File: config.mk
export PLATFORM = sky130hd
export DESIGN_NAME = dead_reckoning_odometry_top
export DESIGN_NICKNAME = d
export VERILOG_FILES = /design/src/rtl/dro_pkg.sv /design/src/rtl/dead_reckoning_odometry_top.sv /design/src/rtl/dro_cordic.sv
export SDC_FILE = /design/constraint.sdc
export NUM_CORES = 2
export LEC_CHECK = 0
export BUFFER_PORTS_ARGS = -buffer_cell sky130_fd_sc_hd__buf_2
export CORE_MARGIN = 3
export CORE_UTILIZATION = 45
export CTS_BUF_LIST = sky130_fd_sc_hd__clkbuf_16
export DETAILED_ROUTE_END_ITERATION = 10
export PLACE_DENSITY = 0.64
export REMOVE_ABC_BUFFERS = 1
export SYNTH_ARGS = -nofsm -noshare
export SYNTH_HDL_FRONTEND = slang
export SYNTH_SLANG_ARGS = --single-unit
File: constraint.sdc
create_clock -name clk -period 11.9 [get_ports clk]
set_clock_uncertainty 0.1 [all_clocks]
set_input_delay 1.19 -clock clk [delete_from_list [all_inputs] [get_ports clk]]
set_output_delay 1.19 -clock clk [all_outputs]
set_load 0.02 [all_outputs]
File: src/rtl/dro_pkg.sv
// shared types, constants and angle table for the dead reckoning odometry block
package dro_pkg;

    localparam int CORDIC_STEPS = 16;
    localparam int ANGLE_BITS   = 32;
    localparam int STEP_W       = (CORDIC_STEPS > 1) ? $clog2(CORDIC_STEPS) : 1;

    // keeps only the top ANGLE_BITS bits of a binary angle
    localparam logic [31:0] ANGLE_MASK = ~((32'd1 << (32 - ANGLE_BITS)) - 32'd1);

    localparam logic signed [31:0] CORDIC_GAIN = 32'sd652032874;
    localparam logic signed [15:0] Q14_ONE     = 16'sd16384;

    // position divisor 16384000000 = 2^20 * 15625
    localparam int          QUOT_BITS = 17;
    localparam logic [21:0] DIV_ODD   = 22'd15625;
    // floor(2^35 / 15625), low by at most one in the quotient for a 30-bit dividend
    localparam logic [21:0] DIV_RECIP = 22'd2199023;
    localparam logic [50:0] POS_HALF  = 51'd8192000000;

    localparam logic [21:0] YAW_MUL  = 22'd2799883;
    localparam logic [57:0] YAW_HALF = 58'd8388608;

    typedef struct packed {
        logic signed [15:0] speed;
        logic signed [15:0] yaw_rate;
        logic [19:0]        elapsed_us;
        logic               reset_pose;
    } tick_t;

    typedef struct packed {
        logic signed [39:0] pos_x;
        logic signed [39:0] pos_y;
        logic signed [15:0] quat_z;
        logic signed [15:0] quat_w;
        logic signed [15:0] speed_out;
    } pose_t;

    typedef enum logic [4:0] {
        S_IDLE,
        S_T1_GO,
        S_T1_WAIT,
        S_MUL_A,
        S_MUL_B,
        S_DIV_SET,
        S_DIV,
        S_QUOT,
        S_FIX,
        S_ACC,
        S_YAW1,
        S_YAW2,
        S_YAW3,
        S_YAW4,
        S_HEAD,
        S_T2_GO,
        S_T2_WAIT,
        S_DONE
    } dro_state_t;

    typedef enum logic [1:0] {
        C_IDLE,
        C_ITER,
        C_ROUND
    } cordic_state_t;

    // atan(2^-i) in binary angle units, 2^32 = full turn
    function automatic logic [31:0] atan_entry(input logic [4:0] idx);
        logic [31:0] v;
        case (idx)
            5'd0:    v = 32'd536870912;
            5'd1:    v = 32'd316933406;
            5'd2:    v = 32'd167458907;
            5'd3:    v = 32'd85004756;
            5'd4:    v = 32'd42667331;
            5'd5:    v = 32'd21354465;
            5'd6:    v = 32'd10679838;
            5'd7:    v = 32'd5340245;
            5'd8:    v = 32'd2670163;
            5'd9:    v = 32'd1335087;
            5'd10:   v = 32'd667544;
            5'd11:   v = 32'd333772;
            5'd12:   v = 32'd166886;
            5'd13:   v = 32'd83443;
            5'd14:   v = 32'd41722;
            5'd15:   v = 32'd20861;
            5'd16:   v = 32'd10430;
            5'd17:   v = 32'd5215;
            5'd18:   v = 32'd2608;
            5'd19:   v = 32'd1304;
            5'd20:   v = 32'd652;
            5'd21:   v = 32'd326;
            5'd22:   v = 32'd163;
            5'd23:   v = 32'd81;
            5'd24:   v = 32'd41;
            5'd25:   v = 32'd20;
            5'd26:   v = 32'd10;
            5'd27:   v = 32'd5;
            5'd28:   v = 32'd3;
            5'd29:   v = 32'd1;
            default: v = 32'd0;
        endcase
        return v;
    endfunction

endpackage

File: src/rtl/dead_reckoning_odometry_top.sv
// dead reckoning odometry: sequencer, shared multiplier and pose state
//
// Each accepted tick integrates speed along the current heading into x and y
// (1/256 m, saturating at 40 bits), then advances the 32-bit wrapping heading
// by yaw_rate * elapsed_us, and returns one pose holding the position, the yaw
// quaternion of the new heading and the speed. A tick with reset_pose set
// zeroes the pose. Any other tick runs two passes of the iterative cordic
// plus, per axis, two products, a reciprocal multiplication and one
// compare-and-subtract correction for the position increment, all sharing one
// 32x22 multiplier. tick_ready is high only between ticks; a finished pose
// waits in its output register without holding up the next tick, but a tick
// only finishes once the pose before it has been taken.
module dead_reckoning_odometry_top
    import dro_pkg::*;
(
    input  logic  clk,
    input  logic  rst_n,
    input  logic  tick_valid,
    output logic  tick_ready,
    input  tick_t tick,
    output logic  pose_valid,
    input  logic  pose_ready,
    output pose_t pose
);

    dro_state_t         state_reg, state_next;
    logic               pose_valid_reg, pose_valid_next;
    pose_t              pose_reg, pose_next;
    logic               axis_reg, axis_next;

    logic signed [39:0] east_reg, east_next;
    logic signed [39:0] north_reg, north_next;
    logic [31:0]        heading_reg, heading_next;

    logic signed [15:0] spd_reg, spd_next;
    logic signed [15:0] yaw_reg, yaw_next;
    logic [19:0]        dt_reg, dt_next;
    logic signed [15:0] cos_reg, cos_next;
    logic signed [15:0] sin_reg, sin_next;
    logic signed [15:0] qz_reg, qz_next;
    logic signed [15:0] qw_reg, qw_next;
    logic [53:0]        prod_reg, prod_next;
    logic [17:0]        mhi_reg, mhi_next;
    logic [57:0]        acc_reg, acc_next;
    logic [29:0]        rem_reg, rem_next;
    logic [QUOT_BITS-1:0] quot_reg, quot_next;
    logic               neg_reg, neg_next;

    logic [31:0]        mul_a;
    logic [21:0]        mul_b;
    logic [53:0]        mul_p;

    logic               cordic_start;
    logic [31:0]        cordic_angle;
    logic               cordic_done;
    logic signed [15:0] cordic_cos;
    logic signed [15:0] cordic_sin;

    logic signed [15:0] trig_sel;
    logic [14:0]        trig_mag;
    logic [15:0]        spd_mag;
    logic [15:0]        yaw_mag;
    logic [50:0]        pos_num;
    logic [29:0]        div_rem;
    logic signed [17:0] pos_step;
    logic signed [39:0] pos_old;
    logic signed [40:0] pos_sum;
    logic signed [39:0] pos_sat;
    logic [31:0]        dh;

    dro_cordic u_cordic (
        .clk   (clk),
        .rst_n (rst_n),
        .start (cordic_start),
        .angle (cordic_angle),
        .done  (cordic_done),
        .cos_q (cordic_cos),
        .sin_q (cordic_sin)
    );

    // the one multiplier every product goes through
    assign mul_p = 54'(mul_a) * 54'(mul_b);

    assign trig_sel = axis_reg ? sin_reg : cos_reg;
    assign trig_mag = trig_sel[15] ? 15'(-trig_sel) : 15'(trig_sel);
    assign spd_mag  = spd_reg[15] ? 16'(-spd_reg) : 16'(spd_reg);
    assign yaw_mag  = yaw_reg[15] ? 16'(-yaw_reg) : 16'(yaw_reg);

    assign pos_num  = prod_reg[50:0] + POS_HALF;
    assign div_rem  = rem_reg - prod_reg[29:0];
    assign pos_step = neg_reg ? -$signed({1'b0, quot_reg}) : $signed({1'b0, quot_reg});
    assign pos_old  = axis_reg ? north_reg : east_reg;
    assign pos_sum  = {pos_old[39], pos_old} + {{23{pos_step[17]}}, pos_step};
    assign pos_sat  = (pos_sum[40] == pos_sum[39]) ? pos_sum[39:0] :
                      (pos_sum[40] ? {1'b1, 39'd0} : {1'b0, {39{1'b1}}});
    assign dh       = acc_reg[55:24];

    assign tick_ready = (state_reg == S_IDLE);

    always_comb
    begin
        state_next      = state_reg;
        pose_valid_next = pose_valid_reg && !pose_ready;
        pose_next       = pose_reg;
        axis_next       = axis_reg;
        east_next       = east_reg;
        north_next      = north_reg;
        heading_next    = heading_reg;
        spd_next        = spd_reg;
        yaw_next        = yaw_reg;
        dt_next         = dt_reg;
        cos_next        = cos_reg;
        sin_next        = sin_reg;
        qz_next         = qz_reg;
        qw_next         = qw_reg;
        prod_next       = prod_reg;
        mhi_next        = mhi_reg;
        acc_next        = acc_reg;
        rem_next        = rem_reg;
        quot_next       = quot_reg;
        neg_next        = neg_reg;
        mul_a           = 32'd0;
        mul_b           = 22'd0;
        cordic_start    = 1'b0;
        cordic_angle    = heading_reg;
        unique case (state_reg)
            S_IDLE:
            begin
                if (tick_valid)
                begin
                    spd_next = tick.speed;
                    yaw_next = tick.yaw_rate;
                    dt_next  = tick.elapsed_us;
                    if (tick.reset_pose)
                    begin
                        east_next    = 40'sd0;
                        north_next   = 40'sd0;
                        heading_next = 32'd0;
                        qz_next      = 16'sd0;
                        qw_next      = Q14_ONE;
                        state_next   = S_DONE;
                    end
                    else
                    begin
                        state_next = S_T1_GO;
                    end
                end
            end
            S_T1_GO:
            begin
                cordic_start = 1'b1;
                state_next   = S_T1_WAIT;
            end
            S_T1_WAIT:
            begin
                if (cordic_done)
                begin
                    cos_next   = cordic_cos;
                    sin_next   = cordic_sin;
                    axis_next  = 1'b0;
                    state_next = S_MUL_A;
                end
            end
            S_MUL_A:
            begin
                mul_a      = 32'(spd_mag);
                mul_b      = 22'(trig_mag);
                prod_next  = mul_p;
                neg_next   = spd_reg[15] ^ trig_sel[15];
                state_next = S_MUL_B;
            end
            S_MUL_B:
            begin
                mul_a      = 32'(prod_reg[29:0]);
                mul_b      = 22'(dt_reg);
                prod_next  = mul_p;
                state_next = S_DIV_SET;
            end
            S_DIV_SET:
            begin
                // the 2^20 factor of the divisor is a shift by 20 bits
                rem_next   = pos_num[49:20];
                state_next = S_DIV;
            end
            S_DIV:
            begin
                mul_a      = 32'(rem_reg);
                mul_b      = DIV_RECIP;
                prod_next  = mul_p;
                state_next = S_QUOT;
            end
            S_QUOT:
            begin
                // estimate is the true quotient or one below it
                quot_next  = prod_reg[51:35];
                mul_a      = 32'(prod_reg[51:35]);
                mul_b      = DIV_ODD;
                prod_next  = mul_p;
                state_next = S_FIX;
            end
            S_FIX:
            begin
                if (div_rem >= {8'd0, DIV_ODD})
                begin
                    quot_next = quot_reg + 1'b1;
                end
                state_next = S_ACC;
            end
            S_ACC:
            begin
                if (axis_reg)
                begin
                    north_next = pos_sat;
                    state_next = S_YAW1;
                end
                else
                begin
                    east_next  = pos_sat;
                    axis_next  = 1'b1;
                    state_next = S_MUL_A;
                end
            end
            S_YAW1:
            begin
                mul_a      = 32'(yaw_mag);
                mul_b      = 22'(dt_reg);
                prod_next  = mul_p;
                neg_next   = yaw_reg[15];
                state_next = S_YAW2;
            end
            S_YAW2:
            begin
                mul_a      = 32'(prod_reg[17:0]);
                mul_b      = YAW_MUL;
                prod_next  = mul_p;
                mhi_next   = prod_reg[35:18];
                state_next = S_YAW3;
            end
            S_YAW3:
            begin
                acc_next   = {4'd0, prod_reg} + YAW_HALF;
                mul_a      = 32'(mhi_reg);
                mul_b      = YAW_MUL;
                prod_next  = mul_p;
                state_next = S_YAW4;
            end
            S_YAW4:
            begin
                acc_next   = acc_reg + {prod_reg[39:0], 18'd0};
                state_next = S_HEAD;
            end
            S_HEAD:
            begin
                // heading wraps, so only the low 32 bits of the step matter
                heading_next = neg_reg ? heading_reg - dh : heading_reg + dh;
                state_next   = S_T2_GO;
            end
            S_T2_GO:
            begin
                cordic_start = 1'b1;
                cordic_angle = {heading_reg[31], heading_reg[31:1]};
                state_next   = S_T2_WAIT;
            end
            S_T2_WAIT:
            begin
                if (cordic_done)
                begin
                    qw_next    = cordic_cos;
                    qz_next    = cordic_sin;
                    state_next = S_DONE;
                end
            end
            S_DONE:
            begin
                if (!pose_valid_reg || pose_ready)
                begin
                    pose_next.pos_x     = east_reg;
                    pose_next.pos_y     = north_reg;
                    pose_next.quat_z    = qz_reg;
                    pose_next.quat_w    = qw_reg;
                    pose_next.speed_out = spd_reg;
                    pose_valid_next     = 1'b1;
                    state_next          = S_IDLE;
                end
            end
            default:
            begin
                state_next = S_IDLE;
            end
        endcase
    end

    always_ff @(posedge clk or negedge rst_n)
    begin
        if (!rst_n)
        begin
            state_reg      <= S_IDLE;
            pose_valid_reg <= 1'b0;
            axis_reg       <= 1'b0;
            east_reg       <= 40'sd0;
            north_reg      <= 40'sd0;
            heading_reg    <= 32'd0;
        end
        else
        begin
            state_reg      <= state_next;
            pose_valid_reg <= pose_valid_next;
            axis_reg       <= axis_next;
            east_reg       <= east_next;
            north_reg      <= north_next;
            heading_reg    <= heading_next;
        end
    end

    always_ff @(posedge clk)
    begin
        pose_reg <= pose_next;
        spd_reg  <= spd_next;
        yaw_reg  <= yaw_next;
        dt_reg   <= dt_next;
        cos_reg  <= cos_next;
        sin_reg  <= sin_next;
        qz_reg   <= qz_next;
        qw_reg   <= qw_next;
        prod_reg <= prod_next;
        mhi_reg  <= mhi_next;
        acc_reg  <= acc_next;
        rem_reg  <= rem_next;
        quot_reg <= quot_next;
        neg_reg  <= neg_next;
    end

    assign pose_valid = pose_valid_reg;
    assign pose       = pose_reg;

`ifndef SYNTH
    assert property (@(posedge clk) disable iff (!rst_n)
        tick_valid && tick_ready && tick.reset_pose |=>
            (east_reg == 40'sd0) && (north_reg == 40'sd0) && (heading_reg == 32'd0))
        else $error("reset request did not clear the pose");

    // half heading lies in [-pi/2, pi/2), so w can never go negative
    assert property (@(posedge clk) disable iff (!rst_n)
        pose_valid_reg |-> !pose_reg.quat_w[15])
        else $error("negative quaternion w");

    assert property (@(posedge clk) disable iff (!rst_n)
        cordic_done |-> (state_reg == S_T1_WAIT) || (state_reg == S_T2_WAIT))
        else $error("cordic finished while sequencer not waiting");
`endif

endmodule

File: src/rtl/dro_cordic.sv
// iterative rotation-mode cordic giving cosine and sine of a binary angle in Q1.14
module dro_cordic
    import dro_pkg::*;
(
    input  logic               clk,
    input  logic               rst_n,
    input  logic               start,
    input  logic [31:0]        angle,
    output logic               done,
    output logic signed [15:0] cos_q,
    output logic signed [15:0] sin_q
);

    cordic_state_t      state_reg, state_next;
    logic [STEP_W-1:0]  step_reg, step_next;
    logic               done_reg, done_next;
    logic signed [31:0] x_reg, x_next;
    logic signed [31:0] y_reg, y_next;
    logic signed [31:0] z_reg, z_next;
    logic               flip_reg, flip_next;
    logic signed [15:0] cos_reg, cos_next;
    logic signed [15:0] sin_reg, sin_next;

    logic [31:0]        a_masked;
    logic               fold;
    logic signed [31:0] dx, dy;
    logic [31:0]        atan_val;

    // Q2.30 to Q1.14, round half away from zero, clamp, then undo the fold
    function automatic logic signed [15:0] round_q14(input logic signed [31:0] v,
                                                     input logic flip);
        logic [31:0] mag;
        logic [16:0] q;
        logic [15:0] r;
        mag = v[31] ? 32'(-v) : 32'(v);
        q   = 17'((mag + 32'd32768) >> 16);
        if (q > 17'd16384)
        begin
            q = 17'd16384;
        end
        r = q[15:0];
        if (v[31] ^ flip)
        begin
            r = -r;
        end
        return r;
    endfunction

    assign a_masked = angle & ANGLE_MASK;
    // outside [-pi/2, pi/2]: rotate by pi, which is flipping the top bit
    assign fold = (!a_masked[31] && a_masked[30] && (a_masked[29:0] != 30'd0)) ||
                  (a_masked[31] && !a_masked[30]);
    assign dx       = y_reg >>> step_reg;
    assign dy       = x_reg >>> step_reg;
    assign atan_val = atan_entry(5'(step_reg));

    always_comb
    begin
        state_next = state_reg;
        step_next  = step_reg;
        done_next  = 1'b0;
        x_next     = x_reg;
        y_next     = y_reg;
        z_next     = z_reg;
        flip_next  = flip_reg;
        cos_next   = cos_reg;
        sin_next   = sin_reg;
        unique case (state_reg)
            C_IDLE:
            begin
                if (start)
                begin
                    x_next     = CORDIC_GAIN;
                    y_next     = 32'sd0;
                    z_next     = fold ? {~a_masked[31], a_masked[30:0]} : a_masked;
                    flip_next  = fold;
                    step_next  = '0;
                    state_next = C_ITER;
                end
            end
            C_ITER:
            begin
                if (!z_reg[31])
                begin
                    x_next = x_reg - dx;
                    y_next = y_reg + dy;
                    z_next = z_reg - $signed(atan_val);
                end
                else
                begin
                    x_next = x_reg + dx;
                    y_next = y_reg - dy;
                    z_next = z_reg + $signed(atan_val);
                end
                if (step_reg == STEP_W'(CORDIC_STEPS - 1))
                begin
                    state_next = C_ROUND;
                end
                else
                begin
                    step_next = step_reg + 1'b1;
                end
            end
            C_ROUND:
            begin
                cos_next   = round_q14(x_reg, flip_reg);
                sin_next   = round_q14(y_reg, flip_reg);
                done_next  = 1'b1;
                state_next = C_IDLE;
            end
            default:
            begin
                state_next = C_IDLE;
            end
        endcase
    end

    always_ff @(posedge clk or negedge rst_n)
    begin
        if (!rst_n)
        begin
            state_reg <= C_IDLE;
            done_reg  <= 1'b0;
            step_reg  <= '0;
        end
        else
        begin
            state_reg <= state_next;
            done_reg  <= done_next;
            step_reg  <= step_next;
        end
    end

    always_ff @(posedge clk)
    begin
        x_reg    <= x_next;
        y_reg    <= y_next;
        z_reg    <= z_next;
        flip_reg <= flip_next;
        cos_reg  <= cos_next;
        sin_reg  <= sin_next;
    end

    assign done  = done_reg;
    assign cos_q = cos_reg;
    assign sin_q = sin_reg;

`ifndef SYNTH
    // the sequencer never restarts the unit mid-rotation
    assert property (@(posedge clk) disable iff (!rst_n)
        start |-> state_reg == C_IDLE)
        else $error("cordic started while busy");

    assert property (@(posedge clk) disable iff (!rst_n)
        done_reg |-> (cos_reg <= 16'sd16384) && (cos_reg >= -16'sd16384) &&
                     (sin_reg <= 16'sd16384) && (sin_reg >= -16'sd16384))
        else $error("cordic result outside unit range");
`endif

endmodule
* After elaboration in Yosys (flattened, before gate mapping) *
Memory sizes are Yosys's and may differ from the RTL's.
Cells that the tools add are included.

cells by class
  add/subtract/negate cells = 25
  $mul = 1
  $lt $le $gt $ge = 3
  equal/unequal tests = 32
  shifts and indexed selects = 2
  mux-type cells = 70
  bitwise operators = 4
  reductions and logical operators = 39

operators by type and width
  operator                                                                count
  32-bit 2-to-1 mux                                                       12
  40-bit 2-to-1 mux                                                       7
  32-bit case mux with 2 select lines                                     4
  16-bit 2-to-1 mux                                                       15
  30-bit case mux with 7 select lines                                     1
  40-bit case mux with 2 select lines                                     2
  32-bit adder                                                            4
  32-bit subtractor                                                       4
  58-bit case mux with 2 select lines                                     1
  22-bit case mux with 5 select lines                                     1
  5-bit case mux with 18 select lines                                     1
  32-bit by 16-bit adder with 32-bit output, second input constant        2
  16-bit negation                                                         4
  32-bit negation                                                         2
  16-bit case mux with 2 select lines                                     2
  32-bit by 4-bit >>> shifter with 32-bit output                          2
  58-bit adder                                                            1
  54-bit by 24-bit adder with 55-bit output, second input constant        1
  32-bit by 22-bit multiplier with 54-bit output                          1
  50-bit by 33-bit adder with 50-bit output, second input constant        1
  40-bit by 18-bit adder with 41-bit output                               1
  5-bit by 4-bit equality test with 1-bit output, second input constant   8
  17-bit case mux with 2 select lines                                     1
  16-bit by 15-bit > comparator with 1-bit output, second input constant  2
  41 further kinds                                                        96

word-level totals
  register bits = 677
  bits in read-only memories = 480
  input port bits = 57
  output and inout port bits = 130
  logic and storage cells = 210
  memories = 1

memories
  name              words  bits a word  rd ports  clocked after memory_dff  write ports  RTL line       RTL
  (name not given)  16     30           1         0                         0            dro_pkg.sv:69  case (idx)

* Logic depth before layout (Yosys ltp) *
  word-level depth = 8
  depth in mapped cells = 38
  mapped depth without buffers = 36

* Hierarchy *
Synthesis repeated with hierarchy kept, for this count alone.

unflattened totals
  cells, all modules = 7447
  area total of the unflattened synthesis = 69003.7 µm²

modules (own cells, without submodules)
  module                       instances  cells each  area each (µm²)  seq. area each (µm²)
  dead_reckoning_odometry_top  1          5339        51059.0          15049.4
  dro_cordic                   1          2108        17944.7          4048.9

* Worst setup path before layout *
No wires, ideal clock.

  path type = register to register
  start point = register axis_reg
  end point = register prod_reg[51], data pin
  setup time = 266 ps
  data arrival time = 9043 ps
  required time = 11534 ps
  setup slack = 2492 ps
  cell stages (with the launch flop) = 33
  path buffers = 5
  clock period less this slack = 9408 ps
  cell sequence = dfrtp_1 > clkbuf_1 > buf_1 > buf_1 > buf_1 > mux2i_1 > xor2_1 > a221oi_1 > clkbuf_1 > nor2_1 > fa_1 > fa_1 > inv_1 > fa_1 > inv_1 > fa_1 > inv_1 > fa_1 > inv_1 > fa_1 > fa_1 > ha_1 > a21oi_1 > nor2_1 > a2111oi_0 > o2111ai_1 > nand4_1 > a41oi_1 > o21ai_0 > o31ai_1 > nor4_1 > nor3_1 > xor2_1

between the ends
  word-level cells in the longest chain between the ends = 5

ends and longest elaborated chain
  item                                              RTL line                            RTL
  start, declared                                   dead_reckoning_odometry_top.sv:29   logic axis_reg, axis_next;
  start signal, assigned                            dead_reckoning_odometry_top.sv:308  axis_reg <= axis_next;
  16-bit 2-to-1 mux *                               dead_reckoning_odometry_top.sv:84   assign trig_sel = axis_reg ? sin_reg : cos_reg;
  15-bit negation                                   dead_reckoning_odometry_top.sv:85   assign trig_mag = trig_sel[15] ? 15'(-trig_sel) : 15'(trig_sel);
  15-bit 2-to-1 mux *                               dead_reckoning_odometry_top.sv:85
  22-bit case mux with 5 select lines *             dead_reckoning_odometry_top.sv:126  unique case (state_reg)
  32-bit by 22-bit multiplier with 54-bit output *  dead_reckoning_odometry_top.sv:82   assign mul_p = 54'(mul_a) * 54'(mul_b);
  via mul_p[51]                                     dead_reckoning_odometry_top.sv:51   logic [53:0] mul_p;
  end signal, assigned                              dead_reckoning_odometry_top.sv:325  prod_reg <= prod_next;
  end, declared                                     dead_reckoning_odometry_top.sv:42   logic [53:0] prod_reg, prod_next;

The timed path passes the listed nets; every way through them passes the cells marked *.
A chain may end at the register's enable or synchronous reset.

* Worst setup path in the final report *
  start point = register state_reg[4]
  end point = register prod_reg[53], data pin

between the ends
  word-level cells in the longest chain between the ends = 4
  elaborated cells between the ends (all ways) = 12
  those cells by class = mul (1); eq/ne (7); mux (2); reduce/logical (2)

ends and longest elaborated chain
  item                                                                                                                     RTL line                            RTL
  start, declared                                                                                                          dead_reckoning_odometry_top.sv:26   dro_state_t state_reg, state_next;
  start signal, assigned                                                                                                   dead_reckoning_odometry_top.sv:306  state_reg <= state_next;
  5-bit by 4-bit equality test with 1-bit output / 5-bit by 3-bit equality test with 1-bit output (equally long branches)  dead_reckoning_odometry_top.sv:126
  2-bit OR reduction (no line)                                                                                             n/a
  22-bit case mux with 5 select lines                                                                                      dead_reckoning_odometry_top.sv:126
  32-bit by 22-bit multiplier with 54-bit output *                                                                         dead_reckoning_odometry_top.sv:82
  via mul_p[53]                                                                                                            dead_reckoning_odometry_top.sv:51

Marks and branches as above.

==> qor.txt <==
Result of the run: completed
Period utilisation layout: 0.9352
Critical path arrival: 11450 ps
Synth Warn #: 0
First-pass DRT Iterations: 6
Final Hold Vio Count: 0
Number of top-level pins: 187
Delay of the slowest cell on the worst path: 980 ps
Number of synthesized register bits: 657
Floorplan row count: 141
Aggregate negative setup slack: 0 ps
Via count of the first global-routing pass: 54160
Chip Width: 394.0 um
Worst hold path depth: 0
Power Density: 254.2 nW/um^2
CTS Hold Bufs: 0
Iter 0 DRT Violations: 5085
Post-synth cell types: 107
Most frequent cell on the critical path: fa_1
Ys flop type: edfxtp_1
Post-DP HPWL: 155400 um
Cell area after technology mapping: 67740 sq um
Area delta synth->final: 8.121%
Post-place instance area: 70830 sq um
Antenna violations before repair: 5
Inst Count DP: 9237
Count of clock tree sinks: 657
Effective utilization at floorplan: 0.4560
Routed length per instance: 21.68 um
Clock transition at the registers of the reported paths: 60 ps
Clock tree from TritonCTS: built
Setup violations, final: 0
Reg2Reg Depth: 31
Fmax: 0.08986 GHz
Highest ir drop seen on vdd: 0.2158 mV
Standby leakage power: 31.90 nW
Routability Congestion: 0.9610
Overall die height: 394.0 um
Detail Route Antenna Nets: 0
Total global routing track utilization: 0.2584
Pin slew with the least headroom to its limit: 1222 ps
Remaining DRCs: 0
Wire length after detailed routing: 203200 um
Post-CTS Setup Repair Bufs: 0
Via density per instance: 5.864
Tmin final: 11130 ps
Sequential area share after synthesis: 0.2819
Number of vias in the routed layout: 54940
Post-route insts no fill: 9370
Mapped Cells: 7289
Maximum root-to-sink buffer count: 3
Setup crit end kind: flop
CORE AREA: 148500 sq um
Normalized max-slew margin: 0.1794
Max-Cap Viols: 0
First-pass GRT wire length: 316400 um
H-Tree Depth: 3
Number of buffers added on ports: 186
Clock Latency Late Sink: 690 ps
Top area cells in the synthesized netlist: edfxtp_1 24%, fa_1 16%, ha_1 8.3%
Number of slew-limit violations in the final report: 0
Overall die area: 155200 sq um
Number of flops mapped to enable cells by yosys: 531
Top cell type's share of synthesized area: 0.2354
Post-cts repair resize count: 0
Mapped Avg Cell Area: 9.294 sq um
Share of post-route cells with drive strength above 1: 0.09042
Data required time at the worst endpoint: 12220 ps
Slowest library cell on the worst path: a22oi_1
Critical path class: reg2reg
Async set or reset register ratio after synthesis: 0.1918
Largest register FFs: 128
Type of the worst min-delay path: reg2reg
Cell type with the largest total area after synthesis: edfxtp_1
Util after Layout: 0.4931
Critical Path Start Type: flop
Overflow left after global routing: 0
Unrepaired setup endpoints after global routing: false
Summed area of non-filler cells in the final layout: 73240 sq um
Max FO, Critical Path: 28
Final Net Count: 8353
CTS root buf: clkbuf_16
Maximum number of pins on one net before global-route repair: 81
Number of buffers added by the clock tree synthesis step: 72
==> final timing paths <==
path	end	slack [ps]	startpoint
setup / recovery	prod_reg[53]	770	state_reg[4]
hold / removal	pose[17]	320	qw_reg[1]
setup reg to reg	prod_reg[53]	770	state_reg[4]
hold reg to reg	pose[17]	320	qw_reg[1]
max in group asynchronous	axis_reg	9910	rst_n
min in group asynchronous	east_reg[34]	460	rst_n
==> layout by cell type, fill, tap and decap left out, types with 71 or more instances in the layout <==
cell type | synthesis | layout
clkbuf_16 | 0 | 73
inv_1 | 765 | 772
nor2_1 | 649 | 642
o21ai_0 | 368 | 364
buf_2 | 26 | 185
nand2b_1 | 96 | 95
and2_1 | 112 | 112
mux2_2 | 84 | 84
nand3_1 | 115 | 115
ha_1 | 451 | 451
a21oi_1 | 363 | 359
dfrtp_1 | 126 | 121
nor3_1 | 117 | 113
nand2_1 | 874 | 872
xnor2_1 | 320 | 319
mux2i_1 | 89 | 89
edfxtp_1 | 531 | 531
and3_1 | 72 | 71
a31oi_1 | 79 | 79
xor2_1 | 210 | 210
buf_4 | 3 | 102
mux4_2 | 72 | 72
fa_1 | 536 | 536
a21o_1 | 151 | 151
==> synthesized netlist by cell type (all sizes together) (56+ instances only) <==
master / count
nand2: 874
inv: 766
nor2: 651
fa: 536
edfxtp: 531
ha: 451
o21ai: 372
a21oi: 363
xnor2: 320
clkbuf: 277
xor2: 210
a21o: 151
dfrtp: 126
nor3: 119
nand3: 116
and2: 112
nand2b: 96
mux2i: 89
mux2: 84
a31oi: 79
and3: 72
mux4: 72
buf: 65
nor2b: 56
==> final cells by class <==
type / instances / area (sq um)
diodes: 2 / 5.005
clock buffers: 73 / 1827
clock inverters: 58 / 586.8
fillers: 14050 / 75300
inverters: 767 / 2879
multi-input cells: 5523 / 44630
flip-flops and latches: 657 / 19110
well taps: 2002 / 2505
repair buffers: 288 / 1703
==> power breakdown <==
group          leakage (nW)  internal, W  switching [W]  total (W)
Sequential             6.72      0.00355       0.000713    0.00426
Clock                  1.21      0.00133        0.00101    0.00233
Combinational          24.0      0.00496        0.00706     0.0120
==> routing by layer <==
layer	wire length, um	global-route usage	up-vias
met5	13	0	-
met4	5698	0.06795	2
met3	18960	0.05565	356
met2	89290	0.3969	2280
met1	89200	0.3701	27170
li1	-	-	25140
==> stage by stage <==
stage | total power [W] | setup slack [ps] | hold slack (ps)
floorplan | 0.01324 | 378.6 | 300.3
global placement | 0.01591 | 1199 | 302.5
detailed placement | 0.01612 | 961.7 | 304.5
CTS | 0.01856 | 950.5 | 317.3
global route | 0.02018 | 179.5 | 327.2
finish | 0.01862 | 771.0 | 321.8
==> worst max-delay path: cells and delay by family, from the launching register on <==
family,cells,cell delay (ps)
flip-flops,1,660
AO/OA/AOI/OAI,8,2730
XOR/XNOR,1,150
AND/OR/NAND/NOR,8,2370
adder cells (fa/ha/maj),8,3730
buffers and inverters,6,1080
==> logic make-up after synthesis <==
kind of cell,count (synthesis),synth area share
compound gates,1423,0.1353
xor+xnor,530,0.06852
fa+ha+maj,988,0.2418
buf+inv,1109,0.06267
flops,657,0.2819
mux,245,0.05105
simple gates,2337,0.1587
Note: power is estimated with default switching activity, not from simulation.
